===== src/hw/rtl/tlbg_pkg.sv =====
// ----------------------------------------------------------------------------
// tlbg_pkg
// Shared widths and sideband type for the P1 triangle gradient pipeline.
// ----------------------------------------------------------------------------
package tlbg_pkg;

    localparam int CW    = 16;      // coordinate, Q8.8
    localparam int AW    = 17;      // edge difference
    localparam int DETW  = 34;      // determinant
    localparam int ADW   = 33;      // |det|
    localparam int NW    = 43;      // divider numerator 2*|a|*2^24 + |det|
    localparam int DVW   = 34;      // divider denominator 2*|det|
    localparam int GW    = 32;      // Q16.16 gradient
    localparam int QSW   = NW + 1;  // signed quotient
    localparam int SW    = NW + 2;  // signed sum for grad1
    localparam int NLANE = 4;

    typedef struct packed {
        logic [DETW-1:0]  det;
        logic [NLANE-1:0] neg;
        logic             deg;
    } t_side;

endpackage


===== src/hw/rtl/tlbg_front.sv =====
// ----------------------------------------------------------------------------
// tlbg_front
// Edge differences, determinant and divider operand set-up (four stages).
// ----------------------------------------------------------------------------
module tlbg_front (
    input  logic                         i_clk,
    input  logic                         i_rst_n,
    input  logic                         i_valid,
    input  logic signed [tlbg_pkg::CW-1:0] i_x0,
    input  logic signed [tlbg_pkg::CW-1:0] i_y0,
    input  logic signed [tlbg_pkg::CW-1:0] i_x1,
    input  logic signed [tlbg_pkg::CW-1:0] i_y1,
    input  logic signed [tlbg_pkg::CW-1:0] i_x2,
    input  logic signed [tlbg_pkg::CW-1:0] i_y2,
    output logic                         o_valid,
    output logic [tlbg_pkg::NW-1:0]      o_num [tlbg_pkg::NLANE],
    output logic [tlbg_pkg::DVW-1:0]     o_den,
    output tlbg_pkg::t_side              o_side
);

    logic [3:0] r_vld;

    // lanes: 0 = y2-y0, 1 = x0-x2, 2 = y0-y1, 3 = x1-x0
    logic signed [tlbg_pkg::AW-1:0]   r1_a [tlbg_pkg::NLANE];
    logic signed [tlbg_pkg::AW-1:0]   r2_a [tlbg_pkg::NLANE];
    logic signed [tlbg_pkg::AW-1:0]   r3_a [tlbg_pkg::NLANE];
    logic signed [tlbg_pkg::DETW-1:0] r2_p1, r2_p2, r3_det;
    logic [tlbg_pkg::NW-1:0]          r4_num [tlbg_pkg::NLANE];
    logic [tlbg_pkg::DVW-1:0]         r4_den;
    tlbg_pkg::t_side                  r4_side;

    logic [tlbg_pkg::ADW-1:0]  ad;
    logic [tlbg_pkg::AW-1:0]   aa [tlbg_pkg::NLANE];

    always_comb begin
        ad = r3_det[tlbg_pkg::DETW-1] ? tlbg_pkg::ADW'(-r3_det) : tlbg_pkg::ADW'(r3_det);
        for (int i = 0; i < tlbg_pkg::NLANE; i++) begin
            aa[i] = r3_a[i][tlbg_pkg::AW-1] ? tlbg_pkg::AW'(-r3_a[i]) : tlbg_pkg::AW'(r3_a[i]);
        end
    end

    always_ff @(posedge i_clk) begin
        if (!i_rst_n) begin
            r_vld <= '0;
        end else begin
            r_vld <= {r_vld[2:0], i_valid};
        end
    end

    always_ff @(posedge i_clk) begin
        r1_a[0] <= {i_y2[tlbg_pkg::CW-1], i_y2} - {i_y0[tlbg_pkg::CW-1], i_y0};
        r1_a[1] <= {i_x0[tlbg_pkg::CW-1], i_x0} - {i_x2[tlbg_pkg::CW-1], i_x2};
        r1_a[2] <= {i_y0[tlbg_pkg::CW-1], i_y0} - {i_y1[tlbg_pkg::CW-1], i_y1};
        r1_a[3] <= {i_x1[tlbg_pkg::CW-1], i_x1} - {i_x0[tlbg_pkg::CW-1], i_x0};

        r2_a  <= r1_a;
        r2_p1 <= r1_a[3] * r1_a[0];
        r2_p2 <= r1_a[2] * r1_a[1];

        r3_a   <= r2_a;
        r3_det <= r2_p1 - r2_p2;

        for (int i = 0; i < tlbg_pkg::NLANE; i++) begin
            r4_num[i]      <= tlbg_pkg::NW'({aa[i], 25'd0}) + tlbg_pkg::NW'(ad);
            r4_side.neg[i] <= r3_a[i][tlbg_pkg::AW-1] ^ r3_det[tlbg_pkg::DETW-1];
        end
        r4_den       <= {ad, 1'b0};
        r4_side.det  <= r3_det;
        r4_side.deg  <= (r3_det == '0);
    end

    assign o_valid = r_vld[3];
    assign o_num   = r4_num;
    assign o_den   = r4_den;
    assign o_side  = r4_side;

endmodule


===== config.mk =====
export PLATFORM = sky130hd
export DESIGN_NAME = tlbg_front
export DESIGN_NICKNAME = d
export VERILOG_FILES = /design/src/hw/rtl/tlbg_pkg.sv /design/src/hw/rtl/tlbg_front.sv
export SDC_FILE = /design/constraint.sdc
export NUM_CORES = 2
export LEC_CHECK = 0
export ABC_CLOCK_PERIOD_IN_PS = 7700
export BUFFER_PORTS_ARGS = -buffer_cell sky130_fd_sc_hd__buf_2
export CAP_MARGIN = 20
export CORE_ASPECT_RATIO = 2
export CORE_MARGIN = 4
export CORE_UTILIZATION = 60
export DETAILED_ROUTE_END_ITERATION = 10
export PLACE_DENSITY_LB_ADDON = 0.3
export SYNTH_ARGS = -nofsm -noshare
export SYNTH_HDL_FRONTEND = slang
export SYNTH_SLANG_ARGS = --single-unit

===== constraint.sdc =====
create_clock -name i_clk -period 7.7 [get_ports i_clk]
set_input_delay 0.385 -clock i_clk [delete_from_list [all_inputs] [get_ports i_clk]]
set_output_delay 0.385 -clock i_clk [all_outputs]
set_load 0.03 [all_outputs]

==> summary.md <==
| Metric | Value |
|---|---|
| Hold buffers post-CTS | 0 |
| Fin. max-slew vios | 0 |
| Reg2reg end | r2_p2[33] |
| Worst Setup End Kind | flip-flop |
| Post_cts resized | 0 |
| Reg2Reg Depth | 21 |
| GRT Util Overall | between 20% and 30% |
| # setup viols final | 0 |
| First-pass GRT wire length | ~170000 µm |
| Starting DRT DRC Count | 1518 |
| YS warnings | 0 |
| Largest family of logic cells by synthesized area | adder cells |
| Vias after detailed routing | between 20000 and 30000 |
| FF-to-FF Start | r1_a[24] |
| Number of vias per cell | roughly 5.5 |
| Final GP Congestion | 0.9754 |
| Clock H-tree levels | 2 |
| Kind of critical path | flip-flop to flip-flop |
| Layout Nets | between 5000 and 6000 |
| WHS Path Cells | 2 |
| Synth Register Bits | ~450 |
| CTS Buffer Depth | 3 |
| Cell row count | 134 |
| Hpwl dp | approximately 90000 µm |
| Initial antenna violation count | 8 |
| Worst min path class | input port to flip-flop |
| DP Cell Count | 5262 |
| Final hold vios | 0 |
| Status | complete, no violations |
| Worst hold path startpoint | i_valid |
| RSZ-0062 raised after global routing | no |
| Commonest non-fill, non-tap cell in the layout | inv_1 |
| CTS root buf | clkbuf_16 |
| Largest net degree at the start of global routing | 40 |
| Drt wl/cell | around 20 µm |
| Fin crit share | around nine tenths |
| Synth unique cells | 77 |
| Width of the die | ~190 µm |
| Worst hold path endpoint | r_vld[0] |
| Crit path time final | about 6.8 ns |
| Setup TNS | 0 ns |
| Slew headroom | 26.27% |
| Worst Path Max Fanout | 14 |
| Vias in the first global route | 31619 |
| Share of flip-flops with an asynchronous set or reset | 0% |
| Synth Area in Compound Gates | under 10% |
| CTS sink cnt | ~450 |
| Number of synthesized flops with an enable pin | 0 |
| Fmax | 147.4 MHz |
| Drt first pass iters | 7 |
| Post-synthesis simple-gate area fraction | between 10% and 20% |
| Synth Flop Type | dfxtp_1 |
| Xor and xnor area share after synthesis | under 10% |
| Max cap viols | 0 |
| Syn-to-layout area delta | 8.642% |
| Multi-input logic area | about 27000 µm² |
| FF-to-FF setup slack | roughly 0.92 ns |
| Reg area | about 9000 µm² |
| Remaining DRCs | 0 |
| Layout cells sized above 1 | between 10 and 15% |
| Initial Utilization | 60.38% |
| CP Launch Type | flip-flop |
| CTS tree | built |
| Seq/Total Area, Yosys | a little under a quarter |
| Clk_lat worst skew | 0.59 ns |
| Worst Skew | 0.02954 ns |
| Num CTS Buffers | 43 |
| Core region area | around 67000 µm² |
| Mapped Cells | around 4200 |
| CP Data Arrival Time | 7.29 ns |
| Multiplexer share of the synthesized area | less than 1% |
| Worst Tran Pin Value | ~1.1 ns |
| Worst-path clk slew | about 0.07 ns |
| Die height | 374.0 µm |
| Die ar. | between 70000 and 80000 µm² |
| Mapped cell area | between 40000 and 50000 µm² |
| Fillers | 5460 |
| Most frequent cells in the layout | inv_1 (786), fa_1 (601), dfxtp_1 (452) |
| Grt total ovfl | 0 |
| I/O pins | roughly 350 |
| Adder-cell share of the synthesized area | about two fifths |
| DRT antenna net count | 0 |
| Final Instance Count excl. Fillers | ~5300 |
| WL final | 105300 µm |
| Syn Area/Cell | around 9.6 µm² |
| Crit path required time | 8.21 ns |
| IO Port Bufs | between 300 and 400 |
| Postcts setup bufs | 0 |
[metal layers]
layer	vias up	share of wire [%]	global-route usage [%]	routed length, µm
li1	13384	-	-	-
met1	14481	33	31.00	34810
met2	1082	54	56.67	56790
met3	428	5.4	3.230	5670
met4	2	7.6	18.22	8051
met5	-	0.012	0	13
[sequential cells by signal, summed over array words and instances (netlist names)]
name and count:
r2_p2 34, o_den 8, r1_a 68, r3_det 34, r2_a 68, r2_p1 34, o_side 39, r3_a 68
o_num 96, r_vld 4
[through the flow]
stage / util, % / hold WS, ns / instance area [µm²] / setup slack, ns
after global routing: 65.59 / 0.02671 / 43660 / 0.5808
after detailed placement: 63.40 / 0.3121 / 42200 / 0.9836
final: 65.60 / 0.02692 / 43660 / 0.9157
after CTS: 65.59 / 0.004132 / 43660 / 0.9641
after floorplan: - / 0.3096 / 40200 / 1.659
after global placement: 63.39 / 0.3098 / 42200 / 1.070
[critical path, stage by stage, from the launching register on]
cell and delay [ns]:
dfxtp_1 0.86, buf_4 0.26, nand2_1 0.07, fa_1 0.54
inv_1 0.06, fa_1 0.59, fa_1 0.44, fa_1 0.46
fa_1 0.49, inv_1 0.05, fa_1 0.47, inv_1 0.04
ha_1 0.36, o21ai_0 0.26, o311ai_0 0.16, a31oi_1 0.28
o221ai_1 0.16, a31oi_1 0.28, a21oi_1 0.23, a221o_1 0.36
a21oi_1 0.17, xnor2_1 0.13
[area by class of cell]
| class | instances | share of cell area (%) |
|---|---|---|
| Sequential cell | 453 | 20.77 |
| Inverter | 786 | 6.757 |
| Antenna cell | 1 | 0.005731 |
| Tap cell | 884 | 2.533 |
| Clock buffer | 56 | 2.691 |
| Timing Repair Buffer | 384 | 4.637 |
| Clock inverter | 22 | 0.6476 |
| Multi-Input combinational cell | 2755 | 61.96 |
[cell families after synthesis]
group,count (synthesis)
other,1
AO/OA/AOI/OAI,476
adder cells (fa/ha/maj),905
flip-flops,453
multiplexers,3
XOR/XNOR,289
buffers and inverters,990
AND/OR/NAND/NOR,1077
[cell usage after synthesis (all sizes together), types with 11 or more instances]
cell type / count / area [µm²]
clkbuf: 98 / 367.9
inv: 786 / 2950
o21a: 21 / 157.7
a21o: 54 / 405.4
and3: 12 / 75.07
o31ai: 29 / 217.7
xnor2: 208 / 1822
o211ai: 11 / 82.58
nor2: 150 / 563.0
or4: 16 / 127.6
buf: 106 / 780.7
xor2: 81 / 709.4
o21ai: 84 / 420.4
dfxtp: 453 / 9069
a21oi: 121 / 605.6
nor3: 52 / 265.3
nor4: 12 / 93.84
nand2b: 36 / 232.7
o21bai: 27 / 202.7
ha: 304 / 3804
nor2b: 37 / 231.5
a21boi: 14 / 108.9
nand2: 377 / 1415
and2: 303 / 1896
or3: 19 / 118.9
nand3: 34 / 170.2
o41ai: 17 / 163.9
fa: 601 / 12030
[how the worst max path moves through the flow]
stage	start	to	depth (start not counted)
floorplan	r1_a[42]	r2_p2[33]	23
global placement	r1_a[36]	r2_p2[33]	21
detailed placement	r1_a[36]	r2_p2[33]	20
CTS	r1_a[36]	r2_p2[33]	20
global route	r1_a[36]	r2_p2[33]	20
finish	r1_a[24]	r2_p2[33]	21
Power is left out: the tool's default activity adds up to more than one toggle a clock period on the data nets, which glitch-free logic cannot reach.
