File: src/hw/rtl/tlbg_pkg.sv
// ----------------------------------------------------------------------------
// tlbg_pkg
// Shared widths and sideband type for the P1 triangle gradient pipeline.
// ----------------------------------------------------------------------------
package tlbg_pkg;

    localparam int CW    = 16;      // coordinate, Q8.8
    localparam int AW    = 17;      // edge difference
    localparam int DETW  = 34;      // determinant
    localparam int ADW   = 33;      // |det|
    localparam int NW    = 43;      // divider numerator 2*|a|*2^24 + |det|
    localparam int DVW   = 34;      // divider denominator 2*|det|
    localparam int GW    = 32;      // Q16.16 gradient
    localparam int QSW   = NW + 1;  // signed quotient
    localparam int SW    = NW + 2;  // signed sum for grad1
    localparam int NLANE = 4;

    typedef struct packed {
        logic [DETW-1:0]  det;
        logic [NLANE-1:0] neg;
        logic             deg;
    } t_side;

endpackage

File: src/hw/rtl/tlbg_back.sv
// ----------------------------------------------------------------------------
// tlbg_back
// Quotient sign, grad1 sum, Q16.16 clipping, degenerate zeroing, output regs.
// ----------------------------------------------------------------------------
module tlbg_back (
    input  logic                      i_clk,
    input  logic                      i_rst_n,
    input  logic                      i_valid,
    input  logic [tlbg_pkg::NW-1:0]   i_quo [tlbg_pkg::NLANE],
    input  tlbg_pkg::t_side           i_side,
    output logic                      o_valid,
    output logic [tlbg_pkg::GW-1:0]   o_grad [6],
    output logic [tlbg_pkg::DETW-1:0] o_det,
    output logic                      o_deg,
    output logic                      o_sat
);

    localparam logic signed [tlbg_pkg::SW-1:0] GMAX = (tlbg_pkg::SW'(1) <<< (tlbg_pkg::GW-1)) - 1;
    localparam logic signed [tlbg_pkg::SW-1:0] GMIN = -(tlbg_pkg::SW'(1) <<< (tlbg_pkg::GW-1));

    logic                            r1_vld, r2_vld;
    logic signed [tlbg_pkg::SW-1:0]  r1_g [6];
    tlbg_pkg::t_side                 r1_side;
    logic [tlbg_pkg::GW-1:0]         r2_grad [6];
    logic [tlbg_pkg::DETW-1:0]       r2_det;
    logic                            r2_deg, r2_sat;

    logic signed [tlbg_pkg::QSW-1:0] qs [tlbg_pkg::NLANE];
    logic [tlbg_pkg::GW-1:0]         n_grad [6];
    logic [5:0]                      clipped;

    always_comb begin
        for (int i = 0; i < tlbg_pkg::NLANE; i++) begin
            qs[i] = i_side.neg[i] ? -$signed({1'b0, i_quo[i]}) : $signed({1'b0, i_quo[i]});
        end
        for (int k = 0; k < 6; k++) begin
            if (r1_g[k] > GMAX) begin
                clipped[k] = 1'b1;
                n_grad[k]  = GMAX[tlbg_pkg::GW-1:0];
            end else if (r1_g[k] < GMIN) begin
                clipped[k] = 1'b1;
                n_grad[k]  = GMIN[tlbg_pkg::GW-1:0];
            end else begin
                clipped[k] = 1'b0;
                n_grad[k]  = r1_g[k][tlbg_pkg::GW-1:0];
            end
            if (r1_side.deg) begin
                clipped[k] = 1'b0;
                n_grad[k]  = '0;
            end
        end
    end

    always_ff @(posedge i_clk) begin
        if (!i_rst_n) begin
            r1_vld <= 1'b0;
            r2_vld <= 1'b0;
        end else begin
            r1_vld <= i_valid;
            r2_vld <= r1_vld;
        end
    end

    always_ff @(posedge i_clk) begin
        r1_g[2] <= tlbg_pkg::SW'(qs[0]);
        r1_g[3] <= tlbg_pkg::SW'(qs[1]);
        r1_g[4] <= tlbg_pkg::SW'(qs[2]);
        r1_g[5] <= tlbg_pkg::SW'(qs[3]);
        r1_g[0] <= -tlbg_pkg::SW'(qs[0]) - tlbg_pkg::SW'(qs[2]);
        r1_g[1] <= -tlbg_pkg::SW'(qs[1]) - tlbg_pkg::SW'(qs[3]);
        r1_side <= i_side;

        r2_grad <= n_grad;
        r2_det  <= r1_side.det;
        r2_deg  <= r1_side.deg;
        r2_sat  <= |clipped;
    end

    assign o_valid = r2_vld;
    assign o_grad  = r2_grad;
    assign o_det   = r2_det;
    assign o_deg   = r2_deg;
    assign o_sat   = r2_sat;

endmodule

File: config.mk
export PLATFORM = sky130hd
export DESIGN_NAME = tlbg_back
export DESIGN_NICKNAME = d
export VERILOG_FILES = /design/src/hw/rtl/tlbg_pkg.sv /design/src/hw/rtl/tlbg_back.sv
export SDC_FILE = /design/constraint.sdc
export NUM_CORES = 1
export LEC_CHECK = 0
export ABC_AREA = 1
export BUFFER_PORTS_ARGS = -buffer_cell sky130_fd_sc_hd__buf_2
export CAP_MARGIN = 0
export CELL_PAD_IN_SITES_DETAIL_PLACEMENT = 0
export CELL_PAD_IN_SITES_GLOBAL_PLACEMENT = 1
export CORE_MARGIN = 2
export CORE_UTILIZATION = 44
export DETAILED_ROUTE_END_ITERATION = 10
export HOLD_SLACK_MARGIN = 0.03
export PLACE_DENSITY_LB_ADDON = 0.25
export SLEW_MARGIN = 20
export SYNTH_ARGS = -nofsm -noshare
export SYNTH_HDL_FRONTEND = slang
export SYNTH_SLANG_ARGS = --single-unit
export TNS_END_PERCENT = 50
File: constraint.sdc
create_clock -name i_clk -period 7.9 [get_ports i_clk]
set_clock_uncertainty 0.15 [all_clocks]
set_input_delay 1.58 -clock i_clk [delete_from_list [all_inputs] [get_ports i_clk]]
set_output_delay 1.58 -clock i_clk [all_outputs]
set_load 0.01 [all_outputs]
==> key figures, run 1 <==
Pwr
  • Power Dens Cells: 249 nW/um^2
  • Tot Pwr: 0.00822 W
  • Max IR drop VDD: 0.164 mV
  • Leak pwr: 17.9 nW

CTS
  • CTS tree: done
  • Clock-pin slew on the worst setup and hold paths: 60 ps
  • H-tree depth reported by CTS: 2
  • CTS buffer count: 57
  • Post-CTS setup buffer count: 0
  • Post_cts resized: 0
  • Post-CTS Hold Fix Bufs: 0
  • Bufs on Longest Clock Path: 3
  • CTS Sinks: 531
  • Root buffer cell: clkbuf_16
  • Clock Latency Late Sink: 630 ps

GRT
  • Total track usage: 0.288
  • Global-route wire length before repair: 146000 um
  • Vias in the first global route: 25800
  • Antenna violations before repair: 10
  • Grt total ovfl: 0
  • Largest net degree at the start of global routing: 64

Timing
  • Slew HR: 0.276
  • Actual slew at the worst max-slew pin: 1080 ps
  • Fin. max-slew vios: 0
  • Final setup viols: 0
  • Period utilization: 0.613
  • RSZ-0062 raised after global routing: no
  • Fmax achieved: 0.206 GHz
  • Fin. Hold Viols: 0
  • Tmin final: 4850 ps
  • Setup TNS: 0 ps

Detailed routing
  • Via count: 26300
  • Detailed Route WL: 96000 um
  • Met3 WL: 4210 um
  • Antenna-violating nets left: 0
  • 1st-iter DRT viols: 1681
  • Via-to-Cell Ratio: 4.76
  • Drt pass-1 iters: 7
  • # DRC: 0
  • WL/cell: 17.4 um
  • Highest metal used: met5
  • Met2 WL: 48800 um
  • Met1 wire length: 38100 um

Setup path
  • Max FO, Critical Path: 51
  • WP buf/inv: 3
  • Most frequent CP cell: nand2_1
  • Slowest library cell on the worst path: buf_2
  • Setup crit start kind: primary input
  • CP arrival: 5190 ps
  • Setup crit end kind: register
  • Critical Path RT: 8250 ps
  • Critical Path, Cell by Cell: buf_2 -> inv_1 -> or2_2 -> xor2_1 -> inv_1 -> ha_1 -> ha_1 -> nand2_1 -> nor2_1 -> nand2_1 -> nor2_1 -> nand3_1 -> nand4_1 -> nand2_1
  • CP delay by family, top: simple AND/OR/NAND/NOR gates
  • Largest stage delay, worst path: 690 ps
  • Worst setup path class: primary input to register

Logic synthesis
  • Syn avg cell area: 6.70 um^2
  • Area of the mapped netlist: 28100 um^2
  • Number of unique standard cell types used by synthesis: 39
  • Synth top area cells: dfxtp_1, nand2_1, inv_1, ha_1, nor2_1
  • Ys async rst share: 0
  • Synth Register Bits: 531
  • Synth cell count leaders: nand2_1, inv_1, dfxtp_1, nor2_1, a21oi_1
  • Number of enable flip-flop cells after synthesis: 0
  • Syn_nets: 4590
  • Cell taking the most area after synthesis: dfxtp_1
  • Count leader, synth: nand2_1
  • Synth Flop Type: dfxtp_1
  • Seq/Total Area, Yosys: 0.378
  • Post-synth top area share: 0.378
  • Synthesized instance count: 4196
  • Yosys warnings: 0

Floorplanning
  • Core area: 63100 um^2
  • I/O Pins: 443
  • Core Rows: 92
  • Initial core utilization: 0.446
  • Die area: 65900 um^2
  • Die height: 257 um
  • Die width: 257 um

Place
  • PortBufs: 442
  • Placed cell area: 31200 um^2
  • GPL Wtd Cong: 0.972
  • DP HPWL: 80200 um

Final layout
  • Layout cells sized above 1: 0.137
  • Area Overhead vs Synth: 17.7%
  • Final instance area: 33100 um^2
  • Fillers: 6605
  • Final #Nets: 5025

Outcome
  • Status: complete, no violations

Job
  • Max-cap violation count: 0

Hold path
  • Min-Delay Path Class: register to register
## where the power goes
part           switching (W)  internal (W)  total, W
Sequential          0.000152       0.00310   0.00326
Combinational        0.00150      0.000757   0.00226
Clock                0.00111       0.00160   0.00271
Total                0.00276       0.00546   0.00822
## logic make-up after synthesis
group,synth area share
AOI/OAI and AO/OA,0.0619
and+or+nand+nor,0.318
DFF,0.378
adders and majority gates,0.0807
buffers and inverters,0.111
xor gates and xnor gates,0.0500
## state kept, by name (all words and copies together), names as in the netlist
| name | cells |
|---|---|
| o_deg | 1 |
| o_det | 34 |
| o_grad | 192 |
| o_sat | 1 |
| o_valid | 1 |
| r1_g | 266 |
| r1_side | 35 |
| r1_vld | 1 |
## stage by stage
step                setup slack [ps]   util  std cells  hold WS [ps]
finish                          3050  0.525       5530           150
global route                    2680  0.524       5526           156
CTS                             3130  0.524       5521           150
detailed placement              2480  0.494       5418           162
global placement                2460  0.494       5418           160
floorplan                       3560      -       4196           160
## per-layer routing
layer,track usage,vias up
met5,0,-
met2,0.536,679
met4,0.140,6
li1,-,13700
met3,0.0380,199
met1,0.321,11700
## final timing paths
| path | from | endpoint | slack, ps | cells past startpoint |
|---|---|---|---|---|
| hold / removal | r1_side[34] | o_det[29] | 150 | 0 |
| setup / recovery | i_side[1] | r1_g[0][43] | 3050 | 14 |
| hold reg to reg | r1_side[34] | o_det[29] | 150 | 0 |
| setup reg to reg | r1_g[5][43] | o_sat | 5350 | 9 |
## final cells by class
type,count,area (um^2),share of cell area
Multi-Input combinational cell,2842,14400,0.434
Sequential cell,531,10600,0.321
Clock buffer,81,1640,0.0495
Timing Repair Buffer,456,2320,0.0700
Antenna cell,9,22.5,0.000681
Inverter,743,2790,0.0843
Tap cell,846,1060,0.0320
Clock inverter,22,263,0.00794
## cells in the final DEF (no fill, tap or decap), types with 3 or more instances in the layout
cell type and instances:
inv_6 3, o211ai_1 7, clkbuf_16 59, nand3_2 8, a21oi_1 236, xnor2_1 24
clkbuf_1 14, bufinv_16 5, nor2_1 531, nand2_1 1242, diode_2 9, clkinvlp_4 5
nand3b_1 9, o21bai_1 7, clkinv_2 8, nand4_1 48, o21ai_2 9, nand3_1 216
xor2_2 3, nor2_2 29, o21ai_1 5, nor2_4 5, xor2_1 131, and2_1 4
inv_1 732, nor4_1 6, or2_2 9, inv_2 11, ha_1 178, nor3_1 42
dfxtp_1 530, buf_4 14, a31oi_1 3, buf_2 442, o21ai_0 64, clkbuf_8 8
nand2_2 13
(Power assumes the default switching activity.)
==> run 2: changes to the inputs <==
--- a/config.mk
+++ b/config.mk
@@ -11,7 +11,7 @@
 export CELL_PAD_IN_SITES_DETAIL_PLACEMENT = 0
 export CELL_PAD_IN_SITES_GLOBAL_PLACEMENT = 1
 export CORE_MARGIN = 2
-export CORE_UTILIZATION = 44
+export CORE_UTILIZATION = 37
 export DETAILED_ROUTE_END_ITERATION = 10
 export HOLD_SLACK_MARGIN = 0.03
 export PLACE_DENSITY_LB_ADDON = 0.25
==> constraint.sdc (replaced) <==
create_clock -name i_clk -period 4.07 [get_ports i_clk]
set_clock_uncertainty 0.15 [all_clocks]
set_input_delay 0.814 -clock i_clk [delete_from_list [all_inputs] [get_ports i_clk]]
set_output_delay 0.814 -clock i_clk [all_outputs]
set_load 0.01 [all_outputs]
==> key figures, run 2 (synthesized netlist as in run 1, its figures left out) <==
Final layout
  • Layout cells sized above 1: 0.209 (+0.0712)
  • Most frequent cells in the layout: nand2_1, inv_1, dfxtp_1
  • Biggest register: r1_g
  • Area Overhead vs Synth: 29.6%
  • Final cell count without fillers: 6068 (+9.7%)
  • Final #Nets: 5442 (+8.3%)
  • Max FFs per register: 266 (unchanged)
  • Most common cell after layout, fill and taps aside: nand2_1
  • Final core area utilization: 0.482 (-0.0426)

Detailed routing
  • Via count: 27600 (+4.9%)
  • Detailed Route WL: 102000 um (+6.7%)
  • # DRC: 0 (unchanged)
  • Antenna-violating nets left: 0 (unchanged)
  • 1st-iter DRT viols: 1568 (-6.7%)
  • Drt pass-1 iters: 6 (-1)
  • Via-to-Cell Ratio: 4.55 (-4.4%)
  • WL/cell: 16.9 um (-2.7%)

Place
  • GPL Wtd Cong: 0.946 (-2.7%)
  • Post-Place Setup Slack: -417 ps (-2900 ps)
  • PortBufs: 442 (unchanged)
  • Placed Instances: 5967 (+10%)
  • DP HPWL: 86100 um (+7.3%)

Setup path
  • Setup crit start kind: primary input
  • Worst setup path class: primary input to register
  • CP arrival: 4150 ps (-1040 ps)
  • Setup crit end kind: register
  • Largest stage delay, worst path: 380 ps (-310 ps)
  • Slowest library cell on the worst path: ha_1
  • CP delay by family, top: simple AND/OR/NAND/NOR gates
  • Critical Path RT: 4450 ps (-3800 ps)
  • Most frequent CP cell: nand2_1
  • WP buf/inv: 4 (+1)
  • Critical Path, Cell by Cell: buf_2 -> buf_4 -> nor2_1 -> nand2_1 -> inv_1 -> nand4_1 -> o21ai_1 -> xor2_1 -> inv_1 -> ha_1 -> ha_1 -> nand2_1 -> nor2_1 -> nand2_1 -> nor2_1 -> nand2_1 -> nand3_1 -> nand2_1 -> nand3_1 -> nand2_1
  • Max FO, Critical Path: 4 (-92%)

CTS
  • Post-CTS setup buffer count: 0 (unchanged)
  • CTS buffer count: 57 (unchanged)
  • CTS tree: done
  • Root buffer cell: clkbuf_16
  • H-tree depth reported by CTS: 2 (unchanged)
  • CTS Sinks: 531 (unchanged)
  • Clock Latency Late Sink: 630 ps (about the same)
  • Clock-pin slew on the worst setup and hold paths: 60 ps (about the same)
  • Bufs on Longest Clock Path: 3 (unchanged)

GRT
  • Global-route wire length before repair: 153000 um (+5.2%)
  • Grt total ovfl: 0 (unchanged)
  • Antenna violations before repair: 6 (-4)
  • Total track usage: 0.257 (-0.0305)
  • Vias in the first global route: 26800 (+4.0%)
  • Largest net degree at the start of global routing: 77 (+20%)

Floorplanning
  • Die width: 280 um (+8.9%)
  • Die height: 280 um (+8.9%)
  • Core area: 75600 um^2 (+20%)
  • I/O Pins: 443 (unchanged)
  • Die area: 78200 um^2 (+19%)
  • Core Rows: 101 (+9.8%)
  • Initial core utilization: 0.372 (-0.0736)

Timing
  • Fin. max-slew vios: 0 (unchanged)
  • Actual slew at the worst max-slew pin: 935 ps (-149 ps)
  • Final setup viols: 0 (unchanged)
  • Tmin final: 3770 ps
  • Fmax achieved: 0.265 GHz
  • Period utilization: 0.927
  • Slew HR: 0.373 (+0.0963)
  • RSZ-0062 raised after global routing: no
  • Final worst-path setup slack: 296 ps (-2760 ps)
  • Fin. Hold Viols: 0 (unchanged)

Job
  • Max-cap violation count: 0 (unchanged)

Pwr
  • Power Dens Cells: 466 nW/um^2 (+88%)
  • Max IR drop VDD: 0.315 mV (+92%)
  • Leak pwr: 20.0 nW (+11%)

Outcome
  • Status: complete, no violations

Hold path
  • Min-Delay Path Class: primary input to register
[run 2: cell types whose count changed in the layout (fill, tap and decap cells not counted), sizes merged, moves of 2 or more]
| cell | change |
|---|---|
| buf | +417 |
| diode | -6 |
| clkbuf | -4 |
| clkinv | +3 |
| inv | -3 |
| clkinvlp | -2 |
[run 2: final cells by class]
cell class,instances,area (um^2)
Sequential cell,531,10600
Tap cell,978,1220
Clock buffer,77,1630
Antenna cell,3,7.51
Clock inverter,21,274
Inverter,743,2790
Fill cell,7982,39100
Multi-Input combinational cell,2842,14400
Timing Repair Buffer,873,5490
[run 2: metal layers]
layer / global-route usage / vias to the layer above / share of wire
li1: - / 14500 / -
met1: 0.298 / 12300 / 0.41
met2: 0.483 / 639 / 0.51
met3: 0.0301 / 137 / 0.046
met4: 0.0952 / 4 / 0.039
met5: 0 / - / 0.00029
[run 2: what timing repair did]
item / in CTS / in global routing
endpoints found under the hold margin: 0 / 0
resized for setup: 0 / 3
hold buffers: 0 / 0
setup endpoints to repair: 0 / 2
[run 2: through the flow]
step	instance area [um^2]	hold slack [ps]	setup TNS, ps	power, W
after CTS	36400	92.2	0	0.0172
after detailed placement	34500	162	-9860	0.0118
after global routing	36400	106	0	0.0180
after global placement	34500	160	-9570	0.0118
after floorplan	28100	160	0	0.00921
final	36400	135	0	0.0170
[run 2: path summary, 6_finish.rpt]
path,from,cells past startpoint,to,slack [ps]
hold / removal,i_side[19],1,r1_side[19],130
setup / recovery,i_quo[56],20,r1_g[0][40],300
hold reg to reg,r1_side[27],0,o_det[22],170
setup reg to reg,r1_g[1][38],8,o_sat,1610
[run 2: report_power, final]
| group | leakage, nW | switching, W | internal, W | total [W] |
|---|---|---|---|---|
| Sequential | 4.45 | 0.000306 | 0.00603 | 0.00633 |
| Clock | 0.936 | 0.00219 | 0.00317 | 0.00536 |
| Combinational | 14.6 | 0.00315 | 0.00214 | 0.00529 |
